`src/dls_pkg.sv`:
```
// dls_pkg: shared widths, codes, controller types and sigmoid table builder
// for the dense layer with sigmoid activation; no dependencies
`timescale 1ns / 1ps
`default_nettype none

package dls_pkg;

  localparam int MAX_NEURONS_DEF   = 64;
  localparam int MAX_INPUTS_DEF    = 256;
  localparam int TABLE_ENTRIES_DEF = 256;

  localparam int DATA_W   = 16;
  localparam int PROD_W   = 32;
  localparam int ACC_W    = 40;
  localparam int ACT_W    = 13;
  localparam int NEURON_W = 6;
  localparam int INDEX_W  = 8;
  localparam int COUNT_W  = 7;
  localparam int UOFF_W   = 28;

  localparam logic FUNC_LOAD = 1'b0;
  localparam logic FUNC_FEED = 1'b1;

  localparam logic signed [ACC_W-1:0] ACC_MAX = {1'b0, {(ACC_W-1){1'b1}}};
  localparam logic signed [ACC_W-1:0] ACC_MIN = {1'b1, {(ACC_W-1){1'b0}}};
  localparam logic signed [ACC_W-1:0] SUM_LO  = {{(ACC_W-27){1'b1}}, 27'd0};
  localparam logic signed [ACC_W-1:0] SUM_HI  = {{(ACC_W-27){1'b0}}, {27{1'b1}}};

  typedef enum logic [4:0] {
    ST_IDLE       = 5'b00001,
    ST_MAC        = 5'b00010,
    ST_MAC_DRAIN  = 5'b00100,
    ST_EMIT       = 5'b01000,
    ST_EMIT_DRAIN = 5'b10000
  } dls_state_t;

  typedef struct packed {
    logic                load_weight;
    logic                load_act;
    logic                mac_issue;
    logic                emit_issue;
    logic                emit_last;
    logic                clear_acc;
    logic [NEURON_W-1:0] idx;
  } dls_cmd_t;

  typedef struct packed {
    logic pipe_busy;
  } dls_sts_t;

  // e^-f in q.32 by alternating series
  function automatic logic [63:0] exp_neg_frac(input logic [63:0] f);
    logic [63:0] sum;
    logic [63:0] term;
    sum  = 64'd1 << 32;
    term = 64'd1 << 32;
    for (int K = 1; K <= 13; K++) begin
      term = ((term * f) >> 32) / 64'(K);
      if (K % 2 == 1) begin
        sum = sum - term;
      end else begin
        sum = sum + term;
      end
    end
    return sum;
  endfunction

  // sigmoid sample at the center of bin i, unsigned q1.12
  function automatic logic [ACT_W-1:0] sigmoid_entry(input int unsigned i,
                                                     input int unsigned Entries);
    logic [63:0] half;
    logic [63:0] em1;
    logic [63:0] c;
    logic        neg;
    logic [63:0] mag;
    logic [63:0] a;
    logic [63:0] n;
    logic [63:0] en;
    logic [63:0] e;
    logic [63:0] Den;
    logic [63:0] s;
    half = exp_neg_frac(64'd1 << 31);
    em1  = (half * half) >> 32;
    c    = 64'(2 * i + 1);
    neg  = c < 64'(Entries);
    mag  = neg ? (64'(Entries) - c) : (c - 64'(Entries));
    a    = (mag << 35) / 64'(Entries);
    n    = a >> 32;
    en   = 64'd1 << 32;
    for (int j = 0; j < 8; j++) begin
      if (64'(j) < n) begin
        en = (en * em1) >> 32;
      end
    end
    e   = (en * exp_neg_frac({32'd0, a[31:0]})) >> 32;
    Den = (64'd1 << 32) + e;
    s   = ((64'd1 << 44) + Den / 2) / Den;
    if (neg) begin
      s = 64'd4096 - s;
    end
    return s[ACT_W-1:0];
  endfunction

endpackage

`default_nettype wire

```
`src/dls_ctrl.sv`:
```
// dls_ctrl: sequencer for weight loads, neuron accumulate sweeps and result sweeps
// depends on dls_pkg
`timescale 1ns / 1ps
`default_nettype none

module dls_ctrl #(
  parameter int MAX_NEURONS = dls_pkg::MAX_NEURONS_DEF,
  parameter int MAX_INPUTS  = dls_pkg::MAX_INPUTS_DEF
) (
  input  wire logic                         clk,
  input  wire logic                         rst_n,
  input  wire logic                         start,
  output logic                              busy,
  input  wire logic                         in_func,
  input  wire logic [dls_pkg::NEURON_W-1:0] in_neuron_index,
  input  wire logic [dls_pkg::INDEX_W-1:0]  in_input_index,
  input  wire logic                         in_last_input,
  input  wire logic                         cfg_we,
  input  wire logic [dls_pkg::COUNT_W-1:0]  cfg_wdata,
  output dls_pkg::dls_cmd_t                 cmd,
  input  dls_pkg::dls_sts_t                 sts
);

  dls_pkg::dls_state_t               state_r, state_nxt;
  logic [dls_pkg::NEURON_W-1:0]      cnt_r, cnt_nxt;
  logic                              last_r, last_nxt;
  logic [dls_pkg::COUNT_W-1:0]       out_count_r;
  logic [dls_pkg::COUNT_W-1:0]       count_lim;
  logic                              accept;
  logic                              row_ok;
  logic                              col_ok;
  logic                              emit_end;

  assign accept = start && (state_r == dls_pkg::ST_IDLE);
  assign busy   = (state_r != dls_pkg::ST_IDLE);
  assign row_ok = 32'(in_neuron_index) < MAX_NEURONS;
  assign col_ok = 32'(in_input_index) < MAX_INPUTS;

  always_comb begin
    if (out_count_r == '0) begin
      count_lim = dls_pkg::COUNT_W'(1);
    end else if (32'(out_count_r) > MAX_NEURONS) begin
      count_lim = dls_pkg::COUNT_W'(MAX_NEURONS);
    end else begin
      count_lim = out_count_r;
    end
  end

  assign emit_end = (dls_pkg::COUNT_W'(cnt_r) + dls_pkg::COUNT_W'(1)) == count_lim;

  always_comb begin
    state_nxt       = state_r;
    cnt_nxt         = cnt_r;
    last_nxt        = last_r;
    cmd             = '0;
    cmd.idx         = cnt_r;
    cmd.load_weight = accept && (in_func == dls_pkg::FUNC_LOAD) && row_ok && col_ok;
    cmd.load_act    = accept && (in_func == dls_pkg::FUNC_FEED);
    unique case (state_r)
      dls_pkg::ST_IDLE: begin
        if (cmd.load_act) begin
          last_nxt = in_last_input;
          cnt_nxt  = '0;
          if (col_ok) begin
            state_nxt = dls_pkg::ST_MAC;
          end else if (in_last_input) begin
            state_nxt = dls_pkg::ST_EMIT;
          end
        end
      end
      dls_pkg::ST_MAC: begin
        cmd.mac_issue = 1'b1;
        if (32'(cnt_r) == MAX_NEURONS - 1) begin
          state_nxt = dls_pkg::ST_MAC_DRAIN;
          cnt_nxt   = '0;
        end else begin
          cnt_nxt = cnt_r + dls_pkg::NEURON_W'(1);
        end
      end
      dls_pkg::ST_MAC_DRAIN: begin
        if (!sts.pipe_busy) begin
          state_nxt = last_r ? dls_pkg::ST_EMIT : dls_pkg::ST_IDLE;
        end
      end
      dls_pkg::ST_EMIT: begin
        cmd.emit_issue = 1'b1;
        cmd.emit_last  = emit_end;
        if (emit_end) begin
          state_nxt = dls_pkg::ST_EMIT_DRAIN;
          cnt_nxt   = '0;
        end else begin
          cnt_nxt = cnt_r + dls_pkg::NEURON_W'(1);
        end
      end
      dls_pkg::ST_EMIT_DRAIN: begin
        if (!sts.pipe_busy) begin
          cmd.clear_acc = 1'b1;
          state_nxt     = dls_pkg::ST_IDLE;
        end
      end
      default: begin
        state_nxt = dls_pkg::ST_IDLE;
      end
    endcase
  end

  always_ff @(posedge clk) begin
    if (!rst_n) begin
      state_r     <= dls_pkg::ST_IDLE;
      cnt_r       <= '0;
      last_r      <= 1'b0;
      out_count_r <= dls_pkg::COUNT_W'(1);
    end else begin
      state_r <= state_nxt;
      cnt_r   <= cnt_nxt;
      last_r  <= last_nxt;
      if (cfg_we) begin
        out_count_r <= cfg_wdata;
      end
    end
  end

  a_last_in_emit: assert property (@(posedge clk) disable iff (!rst_n)
    cmd.emit_last |-> cmd.emit_issue)
    else $error("emit_last outside an emit beat");

  a_mac_to_drain: assert property (@(posedge clk) disable iff (!rst_n)
    (cmd.mac_issue && (32'(cmd.idx) == MAX_NEURONS - 1)) |=>
      (state_r == dls_pkg::ST_MAC_DRAIN))
    else $error("mac sweep did not end in drain");

  a_emit_to_drain: assert property (@(posedge clk) disable iff (!rst_n)
    cmd.emit_last |=> (state_r == dls_pkg::ST_EMIT_DRAIN))
    else $error("emit sweep did not end in drain");

  a_clear_idle: assert property (@(posedge clk) disable iff (!rst_n)
    cmd.clear_acc |=> (state_r == dls_pkg::ST_IDLE) && !sts.pipe_busy)
    else $error("accumulators cleared with work in flight");

endmodule

`default_nettype wire

```
`config.mk`:
```
export PLATFORM = sky130hd
export DESIGN_NAME = dls_ctrl
export DESIGN_NICKNAME = d
export VERILOG_FILES = /design/src/dls_pkg.sv /design/src/dls_ctrl.sv
export SDC_FILE = /design/constraint.sdc
export NUM_CORES = 1
export LEC_CHECK = 0
export ABC_AREA = 1
export ABC_CLOCK_PERIOD_IN_PS = 2850
export BUFFER_PORTS_ARGS = -buffer_cell sky130_fd_sc_hd__buf_4
export CAP_MARGIN = 20
export CORE_ASPECT_RATIO = 0.9
export CORE_MARGIN = 2
export CORE_UTILIZATION = 54
export DETAILED_ROUTE_END_ITERATION = 6
export PLACE_DENSITY_LB_ADDON = 0.15
export SLEW_MARGIN = 10
export SYNTH_ARGS = -nofsm -noshare
export SYNTH_HDL_FRONTEND = slang
export SYNTH_SLANG_ARGS = --single-unit
```
`constraint.sdc`:
```
create_clock -name clk -period 2.85 [get_ports clk]
set_input_delay 0.285 -clock clk [delete_from_list [all_inputs] [get_ports clk]]
set_output_delay 0.285 -clock clk [all_outputs]
set_load 0.1 [all_outputs]
```
==> flow_metrics.env <==
export IMPL_grt_usage_pct=22.5
export IMPL_rsz0062_at_grt="false"
export IMPL_drt_iter0_drc=55
export IMPL_drc=0
export IMPL_seq_area_um2=380
export IMPL_clockPowerShare_pct=16.4
export IMPL_slew_violations=0
export IMPL_vias=1393
export IMPL_cts_resized=0
export IMPL_setup_tns_ns=0
export IMPL_worst_slack_ns=0.315
export IMPL_place_inst=258
export IMPL_dpl_worst_slack_ns=0.660
export IMPL_worst_r2r_path_depth=13
export IMPL_ant_nets=0
export IMPL_rrSetupSlack_ns=0.91
export IMPL_cp_startpoint="cnt_r[0]$_SDFFE_PN0P_"
export IMPL_areaGrowthSynthToFinish_pct=18.7
export IMPL_die_area_um2=2890
export IMPL_coreArea_um2=2400
export IMPL_ys_types=29
export IMPL_switching_share_pct=48.2
export IMPL_crit_chain="ha_1 -> nand3_2 -> nor2_4 -> nor2_2 -> nor2_2 -> nand3_2 -> nor2_4 -> nand2_4 -> nor2_2 -> buf_4"
export IMPL_hold_viol=0
export IMPL_grt_pass1_wl_um=5140
export IMPL_post_cts_buffers=0
export IMPL_clock_sinks=19
export IMPL_clockBufferDepth=2
export IMPL_slew_headroom_pct=72.6
export IMPL_worstSetupEndpointType="primary output"
export IMPL_antenna_found_initial=0
export IMPL_start_util_pct=55.6
export IMPL_fin_cells=262
export IMPL_setup_violations=0
export IMPL_numCtsBuffers=3
export IMPL_crit_type="flip-flop to primary output"
export IMPL_pwr_density_cell_nw_per_um2=562
export IMPL_wl_um=2990
export IMPL_max_stage_delay_ns=0.50
export IMPL_worstMarginPinSlew_ns=0.408
export IMPL_portBuffers=26
export IMPL_skew_ns=0.0100
export IMPL_crit_fanout=8
export IMPL_clock_latency_ns=0.31
export IMPL_hold_buffers=0
export IMPL_hold_class="input port to flip-flop"
export IMPL_worst_hold_startpoint="cfg_wdata[0]"
export IMPL_hpwl_um=2440
export IMPL_syn_instance_count=208
export IMPL_gp_routability_congestion=0.921
export IMPL_grt_pass1_vias=1218
export IMPL_critical_path_arrival_ns=2.25
export IMPL_synth_area_leader_cell="dfxtp_1"
export IMPL_drtPass1Iterations=4
export IMPL_synth_area_leaders="dfxtp_1 (28%), nand2_1 (15%), nand3_1 (9.4%)"
export IMPL_power_frac_comb_pct=49.2
export IMPL_r2r_end="state_r[2]$_SDFFE_PN0P_"
export IMPL_chipHeight_um=51.2
export IMPL_place_area_um2=1560
export IMPL_ys_warn_count=0
export IMPL_internal_power_w=0.000462
export IMPL_syn_nets=237
export IMPL_worstPathRequired_ns=2.57
export IMPL_ys_ff_latch=19
export IMPL_max_freq_ghz=0.395
export IMPL_power_switching_w=0.000430
export IMPL_multi_input_area_um2=797
export IMPL_ios=41
export IMPL_finalCritPeriodShare_pct=88.9
export IMPL_drive_above_1_share_pct=27.4
export IMPL_cts_clk_slew_worst_paths_ns=0.12
export IMPL_diodes=0
export IMPL_fp_dieW_um=56.5
export IMPL_period_needed_ns=2.53
export IMPL_ir_worst_vdd_uv=734
export IMPL_grt_ovfl_total=0
export IMPL_cts_max_level=1
export IMPL_fin_area_um2=1590
export IMPL_slowest_stage="dfxtp_1"
export IMPL_r2r_start="cnt_r[0]$_SDFFE_PN0P_"
export IMPL_pwr_share_seq_pct=34.4
export IMPL_via_per_inst=5.32
export IMPL_ctsRootBufferMaster="clkbuf_4"
export IMPL_cts_tree="built"
export IMPL_postSynthAreaPerCell_um2=6.43
export IMPL_drv_cap=0
export IMPL_crit_end="cmd[7]"
export IMPL_rows=17
export IMPL_fin_nets=264
export IMPL_yosysTopAreaCellShare_pct=28.4
export IMPL_status="completed"
export IMPL_syn_cell_area_um2=1340
export IMPL_fillers=228
export IMPL_path_common_cell="nor2_2"
export IMPL_wl_per_cell_um=11.4
export IMPL_ys_seq_area_share_pct=28.4
export IMPL_grt_max_degree=18
export IMPL_p_leak_nw=0.816
export IMPL_start_kind="flip-flop"
## cells in the mapped netlist, drive strengths merged
library cell / n
o31ai: 1
xor2: 1
nor2: 22
nand3: 31
a21oi: 7
clkbuf: 1
nor4: 3
dfxtp: 19
nor3: 3
nand4: 7
ha: 1
o21ai: 9
clkinv: 2
inv: 38
buf: 3
nand2: 57
o21bai: 1
nand3b: 2
## flip-flops by register name (all words and copies together), names as in the netlist
name / count
out_count_r: 7
last_r: 1
cnt_r: 6
state_r: 5
## cells by family after synthesis
logic type | share of synthesized area [%]
flip-flops | 28.4
AO/OA/AOI/OAI | 7.11
AND/OR/NAND/NOR | 48.8
adder cells (fa/ha/maj) | 0.935
buffers and inverters | 13.5
XOR/XNOR | 1.22
## layout make-up
type | instances | area share (%)
clock buffers | 3 | 1.42
clock inverters | 1 | 0.473
inverters | 40 | 9.46
multi-input cells | 145 | 50.2
flip-flops and latches | 19 | 24.0
well taps | 28 | 2.21
repair buffers | 26 | 12.3
## per-layer routing
| layer | track usage [%] | share of wire, % | up-vias |
|---|---|---|---|
| li1 | - | - | 714 |
| met1 | 26.5 | 42 | 637 |
| met2 | 39.5 | 51 | 40 |
| met3 | 4.81 | 5.7 | 2 |
| met4 | 9.13 | 1.0 | 0 |
| met5 | 0 | 0 | - |
## worst min path at each step
stage	to	slack (ns)	depth (start not counted)
final	out_count_r[0]$_SDFFE_PN1P_	0.18	3
after CTS	out_count_r[0]$_SDFFE_PN1P_	0.18	3
after global placement	last_r$_SDFFE_PN0P_	0.46	2
after global routing	out_count_r[0]$_SDFFE_PN1P_	0.19	3
after floorplan	out_count_r[0]$_SDFFE_PN1P_	0.41	2
after detailed placement	out_count_r[3]$_SDFFE_PN0P_	0.48	2
## critical path, delay by kind of cell (launching register included)
family        cells  cell delay, ns
fa+ha+maj         1            0.30
buf+inv           1            0.29
flops             1            0.50
simple gates      8            0.84
## power groups by stage
stage / sequential, W / clock [W] / combinational (W)
3_3_place_gp: 0.000312 / 0 / 0.000423
6_report: 0.000307 / 0.000147 / 0.000438
3_5_place_dp: 0.000313 / 0 / 0.000438
2_1_floorplan: 0.000315 / 0 / 0.000346
4_1_cts: 0.000307 / 0.000148 / 0.000439
5_1_grt: 0.000310 / 0.000160 / 0.000479
## cell usage in the layout (no fill, tap or decap), types with 2 or more instances in the layout
master / count
nand3b_1: 2
clkbuf_4: 3
nor4_2: 2
a21oi_1: 7
buf_4: 26
nand3_2: 6
nand2_2: 2
nand3_1: 25
o21ai_0: 8
nand2_1: 53
nor2_1: 14
nand2_4: 2
nor2_2: 5
nor2_4: 3
nand4_1: 6
dfxtp_1: 19
inv_1: 28
inv_2: 10
clkinv_1: 2
## per-stage QoR
stage | hold WS [ns] | utilization (%) | power (W)
floorplan | 0.407 | - | 0.000662
global placement | 0.461 | 64.8 | 0.000735
detailed placement | 0.476 | 64.8 | 0.000751
CTS | 0.181 | 66.1 | 0.000894
global route | 0.185 | 66.1 | 0.000948
finish | 0.182 | 66.1 | 0.000892
No activity file was read; power rests on OpenSTA's default activity.
